File: config.mk
export PLATFORM = sky130hd
export DESIGN_NAME = image_quality_metrics
export DESIGN_NICKNAME = d
export VERILOG_FILES = /design/src/rtl/core/iqm_pkg.sv /design/src/rtl/core/image_quality_metrics.sv /design/src/rtl/core/iqm_front.sv /design/src/rtl/core/iqm_fifo.sv /design/src/rtl/core/iqm_back.sv
export SDC_FILE = /design/constraint.sdc
export NUM_CORES = 2
export LEC_CHECK = 0
export BUFFER_PORTS_ARGS = -buffer_cell sky130_fd_sc_hd__clkbuf_2
export CORE_MARGIN = 10
export CORE_UTILIZATION = 65
export DETAILED_ROUTE_END_ITERATION = 16
export PLACE_DENSITY = 0.82
export SLEW_MARGIN = 10
export SYNTH_ARGS = -nofsm -noshare
export SYNTH_HDL_FRONTEND = slang
export SYNTH_HIERARCHICAL = 1
export SYNTH_SLANG_ARGS = --single-unit
File: constraint.sdc
create_clock -name clk -period 12.3 [get_ports clk]
set_input_delay 2.46 -clock clk [delete_from_list [all_inputs] [get_ports clk]]
set_output_delay 2.46 -clock clk [all_outputs]
set_load 0.05 [all_outputs]
File: src/rtl/core/iqm_pkg.sv
// iqm_pkg: shared constants for the image quality metrics block
`timescale 1ns / 1ps
package iqm_pkg;

  // default width of the sample counter
  localparam int COUNT_BITS_DEF = 24;

  // sample and result field widths
  localparam int SAMPLE_W = 8;
  localparam int MSE_W    = 24;
  localparam int PMSE_W   = 17;
  localparam int DB_W     = 16;

  // fixed-point scaling
  localparam int MSE_SHIFT  = 8;
  localparam int PMSE_SHIFT = 16;
  localparam int PEAK_SQ    = 65025;
  localparam int PEAK_SQ_W  = 16;
  localparam int LOG_FRAC   = 20;
  localparam int MANT_W     = 32;

  // 10*log10(2) in Q.16, and the rounding shift down to Q8.8
  localparam int DB_COEF   = 197283;
  localparam int DB_COEF_W = 18;
  localparam int DB_SHIFT  = 28;
  localparam int DB_NEG_LIMIT = 32768;
  localparam int DB_POS_LIMIT = 32767;

  // saturated decibel codes
  localparam logic signed [DB_W-1:0] DB_POS_MAX = 16'sh7FFF;
  localparam logic signed [DB_W-1:0] DB_NEG_MIN = 16'sh8000;

endpackage

File: src/rtl/core/image_quality_metrics.sv
// image_quality_metrics: streaming mse, pmse, snr and psnr over one image
//
// usage: the input channel takes one original/modified sample pair per transfer;
// in_last_sample marks the final pair of an image. sums, the sample count and
// the peak difference are accumulated at one transfer per cycle. on the last
// pair a snapshot is pushed into a two-entry queue and the sums clear, so the
// next image can stream in at once while the back end works.
// the back end runs one snapshot at a time: a restoring divider (one quotient
// bit per cycle, two divisions), then up to three log2 evaluations (normalize
// one bit per cycle, then 20 square/update steps, each a square state and an
// update state), then a multiply/round step per computed dB value.
// the input stalls only when two finished images wait in the queue.
// the result holds on the out_ ports until transferred; a stalled receiver
// stops the back end but not the front end until the queue fills.
// reset (rst_n low, synchronous) clears sums, the queue and the sequencer.
`timescale 1ns / 1ps
module image_quality_metrics #(
  parameter int COUNT_BITS = iqm_pkg::COUNT_BITS_DEF
) (
  input  logic                            clk,
  input  logic                            rst_n,
  input  logic                            in_valid,
  output logic                            in_ready,
  input  logic [iqm_pkg::SAMPLE_W-1:0]    in_orig_sample,
  input  logic [iqm_pkg::SAMPLE_W-1:0]    in_mod_sample,
  input  logic                            in_last_sample,
  output logic                            out_valid,
  input  logic                            out_ready,
  output logic [iqm_pkg::MSE_W-1:0]       out_mse_q8,
  output logic [iqm_pkg::PMSE_W-1:0]      out_pmse_q16,
  output logic signed [iqm_pkg::DB_W-1:0] out_snr_db_q8,
  output logic signed [iqm_pkg::DB_W-1:0] out_psnr_db_q8,
  output logic [iqm_pkg::SAMPLE_W-1:0]    out_max_abs_diff,
  output logic                            out_images_identical,
  output logic                            out_signal_zero,
  output logic [COUNT_BITS:0]             out_sample_count
);

  localparam int SNAP_W = 2*(COUNT_BITS+16) + COUNT_BITS + 1 + iqm_pkg::SAMPLE_W;

  logic              snap_push;
  logic [SNAP_W-1:0] snap_data;
  logic              q_full;
  logic              q_valid;
  logic              q_pop;
  logic [SNAP_W-1:0] q_data;

  // sample accumulation
  iqm_front #(.COUNT_BITS(COUNT_BITS)) u_front (
    .clk           (clk),
    .rst_n         (rst_n),
    .in_valid      (in_valid),
    .in_ready      (in_ready),
    .in_orig_sample(in_orig_sample),
    .in_mod_sample (in_mod_sample),
    .in_last_sample(in_last_sample),
    .q_full        (q_full),
    .snap_push     (snap_push),
    .snap_data     (snap_data)
  );

  // snapshot queue
  iqm_fifo #(.WIDTH(SNAP_W)) u_fifo (
    .clk      (clk),
    .rst_n    (rst_n),
    .push     (snap_push),
    .push_data(snap_data),
    .full     (q_full),
    .pop      (q_pop),
    .valid    (q_valid),
    .pop_data (q_data)
  );

  // end-of-image arithmetic
  iqm_back #(.COUNT_BITS(COUNT_BITS)) u_back (
    .clk                 (clk),
    .rst_n               (rst_n),
    .q_valid             (q_valid),
    .q_data              (q_data),
    .q_pop               (q_pop),
    .out_valid           (out_valid),
    .out_ready           (out_ready),
    .out_mse_q8          (out_mse_q8),
    .out_pmse_q16        (out_pmse_q16),
    .out_snr_db_q8       (out_snr_db_q8),
    .out_psnr_db_q8      (out_psnr_db_q8),
    .out_max_abs_diff    (out_max_abs_diff),
    .out_images_identical(out_images_identical),
    .out_signal_zero     (out_signal_zero),
    .out_sample_count    (out_sample_count)
  );

endmodule

File: src/rtl/core/iqm_front.sv
// iqm_front: per-sample accumulation of square sums, count and peak difference
`timescale 1ns / 1ps
module iqm_front #(
  parameter int COUNT_BITS = iqm_pkg::COUNT_BITS_DEF
) (
  input  logic                                   clk,
  input  logic                                   rst_n,
  input  logic                                   in_valid,
  output logic                                   in_ready,
  input  logic [iqm_pkg::SAMPLE_W-1:0]           in_orig_sample,
  input  logic [iqm_pkg::SAMPLE_W-1:0]           in_mod_sample,
  input  logic                                   in_last_sample,
  input  logic                                   q_full,
  output logic                                   snap_push,
  output logic [2*(COUNT_BITS+16)+COUNT_BITS+1+iqm_pkg::SAMPLE_W-1:0] snap_data
);

  localparam int SW  = COUNT_BITS + 16;
  localparam int NCW = COUNT_BITS + 1;
  localparam int XW  = iqm_pkg::SAMPLE_W;

  logic [SW-1:0]  s_sum_r, s_sum_nxt;
  logic [SW-1:0]  e_sum_r, e_sum_nxt;
  logic [NCW-1:0] cnt_r, cnt_nxt;
  logic [XW-1:0]  md_r, md_nxt;
  logic [XW-1:0]  diff;
  logic [2*XW-1:0] sq_o, sq_d;
  logic           room;
  logic           xfer;

  // a transfer is taken whenever the snapshot queue has space
  assign in_ready = !q_full;
  assign xfer     = in_valid && in_ready;

  // running values including the current sample
  always_comb begin
    room = !cnt_r[COUNT_BITS];
    diff = (in_orig_sample >= in_mod_sample) ? (in_orig_sample - in_mod_sample)
                                             : (in_mod_sample - in_orig_sample);
    sq_o = (2*XW)'(in_orig_sample) * (2*XW)'(in_orig_sample);
    sq_d = (2*XW)'(diff) * (2*XW)'(diff);
    s_sum_nxt = s_sum_r + (room ? SW'(sq_o) : SW'(0));
    e_sum_nxt = e_sum_r + (room ? SW'(sq_d) : SW'(0));
    cnt_nxt   = cnt_r + (room ? NCW'(1) : NCW'(0));
    md_nxt    = (room && (diff > md_r)) ? diff : md_r;
  end

  // snapshot handed to the back end on the last sample
  assign snap_push = xfer && in_last_sample;
  assign snap_data = {s_sum_nxt, e_sum_nxt, cnt_nxt, md_nxt};

  // accumulators, cleared after each image
  always_ff @(posedge clk) begin
    if (!rst_n) begin
      s_sum_r <= '0;
      e_sum_r <= '0;
      cnt_r   <= '0;
      md_r    <= '0;
    end else if (xfer) begin
      if (in_last_sample) begin
        s_sum_r <= '0;
        e_sum_r <= '0;
        cnt_r   <= '0;
        md_r    <= '0;
      end else begin
        s_sum_r <= s_sum_nxt;
        e_sum_r <= e_sum_nxt;
        cnt_r   <= cnt_nxt;
        md_r    <= md_nxt;
      end
    end
  end

endmodule

File: src/rtl/core/iqm_fifo.sv
// iqm_fifo: two-entry queue of image snapshots between front and back
`timescale 1ns / 1ps
module iqm_fifo #(
  parameter int WIDTH = 8
) (
  input  logic             clk,
  input  logic             rst_n,
  input  logic             push,
  input  logic [WIDTH-1:0] push_data,
  output logic             full,
  input  logic             pop,
  output logic             valid,
  output logic [WIDTH-1:0] pop_data
);

  logic [WIDTH-1:0] mem_r [2];
  logic             wp_r;
  logic             rp_r;
  logic [1:0]       cnt_r;

  assign full     = (cnt_r == 2'd2);
  assign valid    = (cnt_r != 2'd0);
  assign pop_data = mem_r[rp_r];

  // entry storage
  always_ff @(posedge clk) begin
    if (push) begin
      mem_r[wp_r] <= push_data;
    end
  end

  // pointers and fill count
  always_ff @(posedge clk) begin
    if (!rst_n) begin
      wp_r  <= 1'b0;
      rp_r  <= 1'b0;
      cnt_r <= 2'd0;
    end else begin
      if (push) wp_r <= !wp_r;
      if (pop) rp_r <= !rp_r;
      cnt_r <= cnt_r + (push ? 2'd1 : 2'd0) - (pop ? 2'd1 : 2'd0);
    end
  end

  a_no_overflow: assert property (@(posedge clk) disable iff (!rst_n)
    push |-> (!full || pop))
    else $error("snapshot queue written while full");

  a_no_underflow: assert property (@(posedge clk) disable iff (!rst_n)
    pop |-> valid)
    else $error("snapshot queue read while empty");

  a_count_step: assert property (@(posedge clk) disable iff (!rst_n)
    (push && !pop) |=> (cnt_r == $past(cnt_r) + 2'd1))
    else $error("snapshot queue count did not advance");

endmodule

File: src/rtl/core/iqm_back.sv
// iqm_back: end-of-image divisions, log2 iterations and decibel results
`timescale 1ns / 1ps
module iqm_back #(
  parameter int COUNT_BITS = iqm_pkg::COUNT_BITS_DEF
) (
  input  logic                                   clk,
  input  logic                                   rst_n,
  input  logic                                   q_valid,
  input  logic [2*(COUNT_BITS+16)+COUNT_BITS+1+iqm_pkg::SAMPLE_W-1:0] q_data,
  output logic                                   q_pop,
  output logic                                   out_valid,
  input  logic                                   out_ready,
  output logic [iqm_pkg::MSE_W-1:0]              out_mse_q8,
  output logic [iqm_pkg::PMSE_W-1:0]             out_pmse_q16,
  output logic signed [iqm_pkg::DB_W-1:0]        out_snr_db_q8,
  output logic signed [iqm_pkg::DB_W-1:0]        out_psnr_db_q8,
  output logic [iqm_pkg::SAMPLE_W-1:0]           out_max_abs_diff,
  output logic                                   out_images_identical,
  output logic                                   out_signal_zero,
  output logic [COUNT_BITS:0]                    out_sample_count
);

  localparam int SW   = COUNT_BITS + 16;
  localparam int NCW  = COUNT_BITS + 1;
  localparam int XW   = iqm_pkg::SAMPLE_W;
  localparam int AW   = COUNT_BITS + 17;
  localparam int DW   = COUNT_BITS + 32;
  localparam int DCW  = $clog2(DW);
  localparam int MW   = iqm_pkg::MANT_W;
  localparam int NW   = AW + MW;
  localparam int EW   = $clog2(NW);
  localparam int LF   = iqm_pkg::LOG_FRAC;
  localparam int LQW  = EW + LF;
  localparam int PW   = LQW + iqm_pkg::DB_COEF_W;
  localparam int ITW  = $clog2(LF);
  localparam int DBW  = iqm_pkg::DB_W;
  localparam logic [PW:0] RND = (PW+1)'(1) << (iqm_pkg::DB_SHIFT - 1);

  typedef enum logic [3:0] {
    ST_IDLE, ST_AMUL, ST_DIV, ST_LNORM, ST_LSQ, ST_LUPD, ST_DBMUL, ST_DBRND, ST_OUT
  } state_t;

  typedef enum logic [1:0] {LS_E, LS_A, LS_S} lsel_t;

  state_t          state_r;
  lsel_t           lsel_r;
  logic [SW-1:0]   s_r, e_r;
  logic [NCW-1:0]  n_r;
  logic [AW-1:0]   a_r;
  logic            ident_r, szero_r;
  logic [DW-1:0]   dq_r;
  logic [AW-1:0]   rem_r;
  logic [DCW-1:0]  dcnt_r;
  logic            dsel_r;
  logic [NW-1:0]   nv_r;
  logic [EW-1:0]   k_r;
  logic [EW-1:0]   lexp_r;
  logic [MW-1:0]   m_r;
  logic [2*MW-1:0] p_r;
  logic [LF-1:0]   lbits_r;
  logic [ITW-1:0]  it_r;
  logic [LQW-1:0]  l_s_r, l_e_r, l_a_r;
  logic            dbsel_r;
  logic            neg_r;
  logic [PW-1:0]   prod_r;

  logic [AW-1:0]   div_d;
  logic [AW:0]     rs;
  logic            ge;
  logic [AW-1:0]   rem_nxt;
  logic [DW-1:0]   dq_nxt;
  logic [MW:0]     sq_t;
  logic            lbit;
  logic [MW-1:0]   m_nxt;
  logic [LF-1:0]   lbits_nxt;
  logic [LQW-1:0]  lq;
  logic signed [LQW:0] dlog;
  logic [LQW-1:0]  dmag;
  logic [PW:0]     qv;
  logic signed [DBW-1:0] dbv;

  // restoring divider step
  always_comb begin
    div_d   = dsel_r ? a_r : AW'(n_r);
    rs      = {rem_r, dq_r[DW-1]};
    ge      = (rs >= {1'b0, div_d});
    rem_nxt = ge ? AW'(rs - {1'b0, div_d}) : AW'(rs);
    dq_nxt  = {dq_r[DW-2:0], ge};
  end

  // log2 fraction step from the registered square
  always_comb begin
    sq_t      = (MW+1)'(p_r >> (MW - 1));
    lbit      = sq_t[MW];
    m_nxt     = lbit ? sq_t[MW:1] : sq_t[MW-1:0];
    lbits_nxt = {lbits_r[LF-2:0], lbit};
    lq        = {lexp_r, lbits_nxt};
  end

  // decibel difference and rounding
  always_comb begin
    dlog = $signed({1'b0, (dbsel_r ? l_s_r : l_a_r)}) - $signed({1'b0, l_e_r});
    dmag = dlog[LQW] ? LQW'(-dlog) : LQW'(dlog);
    qv   = ((PW+1)'(prod_r) + RND) >> iqm_pkg::DB_SHIFT;
    if (neg_r) begin
      dbv = (qv >= (PW+1)'(iqm_pkg::DB_NEG_LIMIT)) ? iqm_pkg::DB_NEG_MIN
                                                  : -$signed(DBW'(qv));
    end else begin
      dbv = (qv > (PW+1)'(iqm_pkg::DB_POS_LIMIT)) ? iqm_pkg::DB_POS_MAX
                                                 : $signed(DBW'(qv));
    end
  end

  assign q_pop     = (state_r == ST_IDLE) && q_valid;
  assign out_valid = (state_r == ST_OUT);

  // sequencer and result registers
  always_ff @(posedge clk) begin
    if (!rst_n) begin
      state_r <= ST_IDLE;
    end else begin
      unique case (state_r)
        ST_IDLE: begin
          if (q_valid) begin
            {s_r, e_r, n_r, out_max_abs_diff} <= q_data;
            ident_r <= (q_data[NCW+XW +: SW] == '0);
            szero_r <= (q_data[SW+NCW+XW +: SW] == '0);
            state_r <= ST_AMUL;
          end
        end
        ST_AMUL: begin
          a_r     <= AW'(n_r) * AW'(iqm_pkg::PEAK_SQ);
          dq_r    <= DW'({e_r, {iqm_pkg::MSE_SHIFT{1'b0}}});
          rem_r   <= '0;
          dcnt_r  <= '0;
          dsel_r  <= 1'b0;
          state_r <= ST_DIV;
        end
        ST_DIV: begin
          rem_r  <= rem_nxt;
          dq_r   <= dq_nxt;
          dcnt_r <= dcnt_r + DCW'(1);
          if (dcnt_r == DCW'(DW - 1)) begin
            rem_r  <= '0;
            dcnt_r <= '0;
            if (!dsel_r) begin
              out_mse_q8 <= dq_nxt[iqm_pkg::MSE_W-1:0];
              dq_r       <= DW'({e_r, {iqm_pkg::PMSE_SHIFT{1'b0}}});
              dsel_r     <= 1'b1;
            end else begin
              out_pmse_q16 <= dq_nxt[iqm_pkg::PMSE_W-1:0];
              if (ident_r) begin
                out_snr_db_q8  <= iqm_pkg::DB_POS_MAX;
                out_psnr_db_q8 <= iqm_pkg::DB_POS_MAX;
                state_r        <= ST_OUT;
              end else begin
                lsel_r  <= LS_E;
                nv_r    <= NW'(e_r);
                k_r     <= '0;
                state_r <= ST_LNORM;
              end
            end
          end
        end
        ST_LNORM: begin
          if (nv_r[NW-1]) begin
            m_r     <= nv_r[NW-1 -: MW];
            lexp_r  <= EW'(NW - 1) - k_r;
            lbits_r <= '0;
            it_r    <= '0;
            state_r <= ST_LSQ;
          end else begin
            nv_r <= nv_r << 1;
            k_r  <= k_r + EW'(1);
          end
        end
        ST_LSQ: begin
          p_r     <= (2*MW)'(m_r) * (2*MW)'(m_r);
          state_r <= ST_LUPD;
        end
        ST_LUPD: begin
          m_r     <= m_nxt;
          lbits_r <= lbits_nxt;
          it_r    <= it_r + ITW'(1);
          state_r <= ST_LSQ;
          if (it_r == ITW'(LF - 1)) begin
            k_r <= '0;
            unique case (lsel_r)
              LS_E: begin
                l_e_r   <= lq;
                lsel_r  <= LS_A;
                nv_r    <= NW'(a_r);
                state_r <= ST_LNORM;
              end
              LS_A: begin
                l_a_r <= lq;
                if (szero_r) begin
                  dbsel_r <= 1'b0;
                  state_r <= ST_DBMUL;
                end else begin
                  lsel_r  <= LS_S;
                  nv_r    <= NW'(s_r);
                  state_r <= ST_LNORM;
                end
              end
              LS_S: begin
                l_s_r   <= lq;
                dbsel_r <= 1'b0;
                state_r <= ST_DBMUL;
              end
              default: state_r <= ST_IDLE;
            endcase
          end
        end
        ST_DBMUL: begin
          neg_r   <= dlog[LQW];
          prod_r  <= PW'(dmag) * PW'(iqm_pkg::DB_COEF);
          state_r <= ST_DBRND;
        end
        ST_DBRND: begin
          if (!dbsel_r) begin
            out_psnr_db_q8 <= dbv;
            if (szero_r) begin
              out_snr_db_q8 <= iqm_pkg::DB_NEG_MIN;
              state_r       <= ST_OUT;
            end else begin
              dbsel_r <= 1'b1;
              state_r <= ST_DBMUL;
            end
          end else begin
            out_snr_db_q8 <= dbv;
            state_r       <= ST_OUT;
          end
        end
        ST_OUT: begin
          if (out_ready) state_r <= ST_IDLE;
        end
        default: state_r <= ST_IDLE;
      endcase
    end
  end

  assign out_images_identical = ident_r;
  assign out_signal_zero      = szero_r;
  assign out_sample_count     = n_r;

  a_ident_db: assert property (@(posedge clk) disable iff (!rst_n)
    (out_valid && out_images_identical) |->
      (out_snr_db_q8 == iqm_pkg::DB_POS_MAX && out_psnr_db_q8 == iqm_pkg::DB_POS_MAX))
    else $error("identical images without saturated decibel results");

  a_szero_snr: assert property (@(posedge clk) disable iff (!rst_n)
    (out_valid && out_signal_zero && !out_images_identical) |->
      (out_snr_db_q8 == iqm_pkg::DB_NEG_MIN))
    else $error("zero signal without minimum snr");

  a_count_nonzero: assert property (@(posedge clk) disable iff (!rst_n)
    out_valid |-> (out_sample_count != '0))
    else $error("result with zero sample count");

  a_pop_idle: assert property (@(posedge clk) disable iff (!rst_n)
    q_pop |=> (state_r == ST_AMUL))
    else $error("snapshot taken without starting the sequence");

endmodule

# Word level (Yosys, flattened, before mapping)
# Memories as Yosys holds them, arrays and structs flattened. A register that Yosys moved wholly into a read port is not among the register bits.
# Index checks and enable logic that the tools add are counted.
# op_classes
n_addsub	16
mul	5
n_lt_le_gt_ge	5
eq_ne	28
n_mux	85
bitwise	1
n_reduce_logical	40
# op_table
op	n
$mux 73	6
$pmux 73 s3	1
$mux 16	11
$pmux 73 s2	1
$mux 41	3
$mux 56	2
$pmux 56 s2	1
$pmux 41 s2	1
$add 40x40->40	2
$logic_not 40->1	2
$mux 40	2
$mul 32x32->64	1
$mux 32	2
$pmux 16 s2	2
$pmux 32 s2	1
$mux 27	2
$add 45x28->46 const B	1
$mul 27x18->45 const B	1
$ge 42x41->1	1
$mul 25x16->41 const B	1
$sub 41x41->41	1
$pmux 19 s2	1
$mux 4	9
$pmux 4 s9	1
59 further kinds	124
# totals
reg_bits	791
ramBits	226
out_inout_bits	110
elab_cells	219
n_memories	1
# mem_list
memory	words	word_bits	read_ports	rd_ports_with_merged_regs	write_ports	line_no	text
u_fifo.mem_r	2	113	1	1	1	iqm_fifo.sv:16	logic [WIDTH-1:0] mem_r [2];

# Longest topological paths before layout
# logic_depth
word_depth	7
ltp_mapped	38
ltp_nobuf	37

# By module
# Netlist, hierarchy kept.
# modules_own_cells
module	n_inst	cells_per_inst	area_per_inst_um2	seq_area_each_um2
iqm_back	1	6370	67523.5	18457.7
iqm_front	1	1501	11629.9	2262.2
iqm_fifo	1	373	8674.6	6886.6

# Worst setup path before layout
# Ideal clock, no wire load.
# synth_timing
path_type	input -> register
from	input port in_orig_sample[5] in the netlist's numbering
to	memory u_fifo/mem_r[0][57] in the netlist's numbering (data pin)
setup_ps	262
arrival_ps	9813
required_ps	12038
path_slack_ps	2225
cell_stages	31
n_path_buf	3
cell_sequence	clkbuf_1 > inv_1 > ha_1 > buf_6 > a21o_1 > a21o_1 > a211oi_4 > mux2i_1 > xor2_1 > inv_1 > nand2_1 > inv_1 > fa_1 > fa_1 > inv_1 > fa_1 > fa_1 > inv_1 > ha_1 > o21a_1 > nor2_1 > a21oi_1 > a211o_1 > or3_2 > a21oi_1 > ha_1 > nand2_1 > o31ai_4 > clkbuf_1 > nand4_1 > xnor2_1
# synth_via
elab_chain_cells	5
elab_cells_between_ends	7
cone_classes	3 x add/sub; 1 x mul; 1 x order compare; 2 x mux
# synth_lines
item	line_no	text
start: declaration	image_quality_metrics.sv:24	input logic [iqm_pkg::SAMPLE_W-1:0] in_orig_sample,
$sub 8x8->8 (tied with other cells)	iqm_front.sv:39	: (in_mod_sample - in_orig_sample);
$mux 8 *	iqm_front.sv:38	diff = (in_orig_sample >= in_mod_sample) ? (in_orig_sample - in_mod_sample)
$mul 8x8->16 *	iqm_front.sv:41	sq_d = (2*XW)'(diff) * (2*XW)'(diff);
$mux 16 *	iqm_front.sv:43	e_sum_nxt = e_sum_r + (room ? SW'(sq_d) : SW'(0));
$add 40x40->40 *	iqm_front.sv:43	
via snap_data[57]	image_quality_metrics.sv:42	logic [SNAP_W-1:0] snap_data;
end: declaration	iqm_fifo.sv:16	
# Mark *: on every way through the listed nets, which the timed path passes. The rest lies on a longest branch.

# Worst setup path in the final report
# layout_timing
from	input port in_orig_sample[5] in the netlist's numbering
to	register u_front.e_sum_r[38]
# layout_via
elab_chain_cells	6
elab_cells_between_ends	8
cone_classes	3 x add/sub; 1 x mul; 1 x order compare; 3 x mux
# layout_lines
item	line_no	text
$sub 8x8->8 (tied with other cells)	iqm_front.sv:39	
$mux 8 *	iqm_front.sv:38	
$mul 8x8->16 *	iqm_front.sv:41	
$mux 16 *	iqm_front.sv:43	
$add 40x40->40 *	iqm_front.sv:43	
$mux 40 *	iqm_front.sv:60	if (in_last_sample) begin
end signal: assignment	iqm_front.sv:67	e_sum_r <= e_sum_nxt;
end: declaration	iqm_front.sv:23	logic [SW-1:0] e_sum_r, e_sum_nxt;
# Every way passes the cells marked *; elsewhere a longest branch is shown, timed or not.
# A chain may end at the register's enable or synchronous reset.

==> flow_summary.rst <==
.. list-table::
   :header-rows: 1

   * - Metric
     - Value
   * - Result of the run
     - completed
   * - End of the critical path
     - u_front/e_sum_r[38]$_SDFFE_PN0P_
   * - Final critical-path required period
     - 10.55 ns
   * - Endpoint arrival time on the critical path
     - 11.19 ns
   * - Number of nets in the layout
     - 10,100
   * - Synth Net Count
     - 10,100
   * - Clock network latency to the later pin of the worst-skew pair
     - 0.73 ns
   * - Depth of the CTS H-tree
     - 3
   * - Share of cell area taken by muxes after synthesis
     - 2.98%
   * - Crit start category
     - input port
   * - Worst slew slack as a fraction of its limit
     - 24.9%
   * - Sequential share of the synthesized area
     - a little under a third
   * - Pin slew with the least headroom to its limit
     - roughly 1.1 ns
   * - Post-Synthesis Mean Instance Area
     - ~11 µm²
   * - Post-route ant nets
     - 0
   * - Number of placement rows
     - between 100 and 150
   * - Most instantiated flip-flop cell in the synthesis netlist
     - sky130_fd_sc_hd__edfxtp_1
   * - Arithmetic-cell share of the synthesized area counting full adders, half adders and majority gates
     - 35.4%
   * - FF+latch count, synth
     - 960
   * - Minimum setup slack among reg-to-reg paths
     - 1.90 ns
   * - Capturing element type of the critical path
     - flip-flop
   * - Buffer depth of the longest clock path
     - 3
   * - Commonest non-fill, non-tap cell in the layout
     - sky130_fd_sc_hd__inv_1
   * - First-pass GRT wire length
     - 343 mm
   * - Number of warnings reported in the yosys synthesis log
     - 6
   * - DR DRC count
     - 0
   * - Number of buffers inserted for hold repair after clock tree synthesis
     - 0
   * - Final worst clock skew
     - 0.0510 ns
   * - Die boundary height
     - 388 µm
   * - Total area of sequential cells
     - 27,600 µm²
   * - Floorplan Core Area
     - roughly 130,000 µm²
   * - Worst endpoint required time
     - ~13 ns
   * - Netlist Area Pre-Place
     - between 80,000 and 90,000 µm²
   * - Most used cell, CP
     - sky130_fd_sc_hd__inv_1
   * - GR Overflow Total
     - 0
   * - Initial antenna violation count
     - 5
   * - Detailed Place HPWL
     - 162 mm
   * - Worst reg2reg path endpoint
     - u_back/prod_r[44]$_DFFE_PP_
   * - Ratio of final minimum period to clock period
     - 85.7%
   * - Drt initial violations
     - 5,977
   * - Total Wirelength
     - 215 mm
   * - Placed insts
     - 9,930
   * - XOR/XNOR Fraction of Synth Area
     - 3.66%
   * - Area growth syn-to-layout
     - 6.56%
   * - Final max-slew violation count
     - 0
   * - Simple-gate area share of the yosys netlist
     - a little over a tenth
   * - Launch point of the worst path
     - in_orig_sample[5]
   * - Achievable Freq
     - 94.8 MHz
   * - Length in cells of the worst reg-to-reg path
     - 35
   * - Compound-cell area share of the yosys netlist
     - 8.35%
   * - Hold Path Stages
     - 0
   * - Total CTS buffers
     - 98
   * - DIE WIDTH
     - 388 µm
   * - Worst hold path class
     - flip-flop to flip-flop
   * - Global router's overall resource usage
     - 28.5%
   * - Number of post-CTS setup repair buffers
     - 0
   * - Dominant combinational cell family by area after synthesis
     - adder cells
   * - Post-detailed-route wirelength per cell
     - 21.2 µm
   * - Number of enable-type register cells in the synthesized netlist
     - 838
   * - Cell count after synthesis
     - 8,244
   * - DRT Pass-1 Iters
     - 6
   * - Largest net degree at the start of global routing
     - 86
   * - Number of vias after detailed routing
     - 61,100
   * - Last weighted congestion value of the routability-driven placer
     - 0.920
   * - Count of buffers from port buffering
     - 130
   * - Startpoint of the most critical register-to-register path
     - u_back/dbsel_r$_SDFFCE_PN0P_
   * - Clock transition at path regs
     - 0.07 ns
   * - Setup total negative slack
     - 0 ns
   * - Number of cells upsized or downsized after cts
     - 0
   * - RSZ-0062 raised after global routing
     - no
   * - DIE AREA
     - 150,000 µm²
   * - Critical Path Slowest Stage Cell
     - sky130_fd_sc_hd__o31ai_4
   * - CTS Sinks
     - 960
   * - Area taken by multi-input logic gates
     - 53,900 µm²
   * - Distinct cells, synth
     - 116
   * - Filler instances
     - 9,372
   * - Area contributors post-synth
     - sky130_fd_sc_hd__edfxtp_1, sky130_fd_sc_hd__fa_1, sky130_fd_sc_hd__ha_1
   * - Highest cell delay on the worst timing path
     - 0.81 ns
   * - Vias in the first global route
     - 63,800
   * - Clk Tree Root Cell
     - sky130_fd_sc_hd__clkbuf_16
   * - Max_cap viols
     - 0
   * - Cell type with the highest aggregate area in the netlist
     - sky130_fd_sc_hd__edfxtp_1
   * - TritonCTS clock tree
     - built
   * - Final Hold Vio Count
     - 0
   * - Finish-stage setup viols
     - 0
   * - Critical path peak fanout
     - 19
   * - Critical path start-end classification
     - input port to flip-flop
   * - Non-filler cells in the finished layout
     - 10,100
   * - Fraction of post-synthesis cell area in the top cell type by area
     - 28.7%
   * - Fraction of layout instances using a drive strength above 1
     - 7.43%
   * - Share of async-settable or async-resettable flops after synthesis
     - 0%
   * - Initial Util
     - 65.6%
   * - Number of vias per cell
     - 6.04
   * - Top library cells by usage in the layout, fill and taps aside
     - sky130_fd_sc_hd__inv_1, sky130_fd_sc_hd__fa_1, sky130_fd_sc_hd__edfxtp_1
   * - Top Ports
     - 131
==> synthesized netlist by cell type (10+ instances only) <==
cell	count
sky130_fd_sc_hd__o22ai_1	11
sky130_fd_sc_hd__a211oi_1	35
sky130_fd_sc_hd__dfxtp_1	122
sky130_fd_sc_hd__a21o_1	101
sky130_fd_sc_hd__o21bai_1	19
sky130_fd_sc_hd__a211o_1	11
sky130_fd_sc_hd__a22o_1	13
sky130_fd_sc_hd__inv_1	1375
sky130_fd_sc_hd__and3_1	58
sky130_fd_sc_hd__or2_2	15
sky130_fd_sc_hd__buf_6	10
sky130_fd_sc_hd__a22oi_1	35
sky130_fd_sc_hd__nor4_1	22
sky130_fd_sc_hd__o41ai_1	10
sky130_fd_sc_hd__clkbuf_1	247
sky130_fd_sc_hd__edfxtp_1	838
sky130_fd_sc_hd__a21oi_1	411
sky130_fd_sc_hd__fa_1	1059
sky130_fd_sc_hd__nand3_1	95
sky130_fd_sc_hd__o21a_1	37
sky130_fd_sc_hd__o21ai_0	229
sky130_fd_sc_hd__mux2_2	71
sky130_fd_sc_hd__a41oi_1	14
sky130_fd_sc_hd__o211ai_1	23
sky130_fd_sc_hd__buf_2	22
sky130_fd_sc_hd__ha_1	790
sky130_fd_sc_hd__nand4_1	69
sky130_fd_sc_hd__and4_1	13
sky130_fd_sc_hd__nand2b_1	26
sky130_fd_sc_hd__inv_2	11
sky130_fd_sc_hd__nor2b_1	57
sky130_fd_sc_hd__nor3_1	66
sky130_fd_sc_hd__buf_1	13
sky130_fd_sc_hd__and2_1	293
sky130_fd_sc_hd__mux2_4	70
sky130_fd_sc_hd__xor2_1	151
sky130_fd_sc_hd__a31oi_1	88
sky130_fd_sc_hd__nor2_1	512
sky130_fd_sc_hd__mux2i_1	77
sky130_fd_sc_hd__xnor2_1	192
sky130_fd_sc_hd__nand2_1	714
sky130_fd_sc_hd__or3_1	33
==> critical path, delay by kind of cell <==
family | cells | cell delay, ns
muxes | 1 | 0.68
AOI/OAI and AO/OA | 10 | 2.94
adders and majority gates | 7 | 2.50
and+or+nand+nor | 6 | 1.84
buffers and inverters | 6 | 0.74
==> cell families after synthesis <==
group,after synthesis
and+or+nand+nor,2019
muxes,218
AOI/OAI and AO/OA,1158
buffers and inverters,1685
xor gates and xnor gates,355
adders and majority gates,1849
DFF,960
==> flip-flops by register name, summed over array words and instances (netlist names), 27 cells and up, named ones only <==
signal           flops
u_back/l_e_r        27
u_back/rem_r        41
u_front/s_sum_r     40
u_back/l_a_r        27
u_back/a_r          41
u_fifo/mem_r       226
u_back/dq_r         56
u_back/m_r          32
u_back/nv_r         73
u_front/e_sum_r     40
u_back/s_r          40
u_back/l_s_r        27
u_back/p_r          33
u_back/e_r          40
==> worst min-delay path by stage <==
stage	slack, ns	end	start
after detailed placement	0.44	u_back/out_mse_q8[22]$_DFFE_PP_	u_back/dq_r[21]$_DFFE_PP_
final	0.45	u_back/out_mse_q8[22]$_DFFE_PP_	u_back/dq_r[21]$_DFFE_PP_
after floorplan	0.43	u_back/out_mse_q8[17]$_DFFE_PP_	u_back/dq_r[16]$_DFFE_PP_
after CTS	0.45	u_back/out_mse_q8[22]$_DFFE_PP_	u_back/dq_r[21]$_DFFE_PP_
after global routing	0.45	u_back/out_mse_q8[22]$_DFFE_PP_	u_back/dq_r[21]$_DFFE_PP_
after global placement	0.44	u_back/out_mse_q8[21]$_DFFE_PP_	u_back/dq_r[20]$_DFFE_PP_
==> layout make-up <==
cell class | count | share of cell area (%)
Antenna cell | 1 | 0.00267
Clock buffer | 123 | 2.84
Clock inverter | 62 | 0.779
Inverter | 1390 | 5.57
Multi-Input combinational cell | 5599 | 57.6
Sequential cell | 960 | 29.5
Tap cell | 1768 | 2.36
Timing Repair Buffer | 213 | 1.36
==> stage by stage <==
| stage | instance area, µm² | util, % | hold slack, ns | setup WS, ns |
|---|---|---|---|---|
| after global placement | 90200 | 67.4 | 0.438 | 1.28 |
| after detailed placement | 90200 | 67.4 | 0.435 | 1.13 |
| after floorplan | 87800 | - | 0.426 | 2.22 |
| after global routing | 93600 | 70.0 | 0.448 | 1.17 |
| after CTS | 93600 | 70.0 | 0.447 | 1.84 |
| final | 93600 | 70.0 | 0.447 | 1.75 |
==> metal layers <==
layer	vias up	wire [µm]	track usage, %
met2	3014	100000	46.2
met3	579	21400	5.84
met1	30200	85000	38.4
met4	2	8160	9.80
li1	27300	-	-
met5	-	10	0
Power is left out: the tool's default activity adds up to more than one toggle a clock period on the data nets, which glitch-free logic cannot reach.
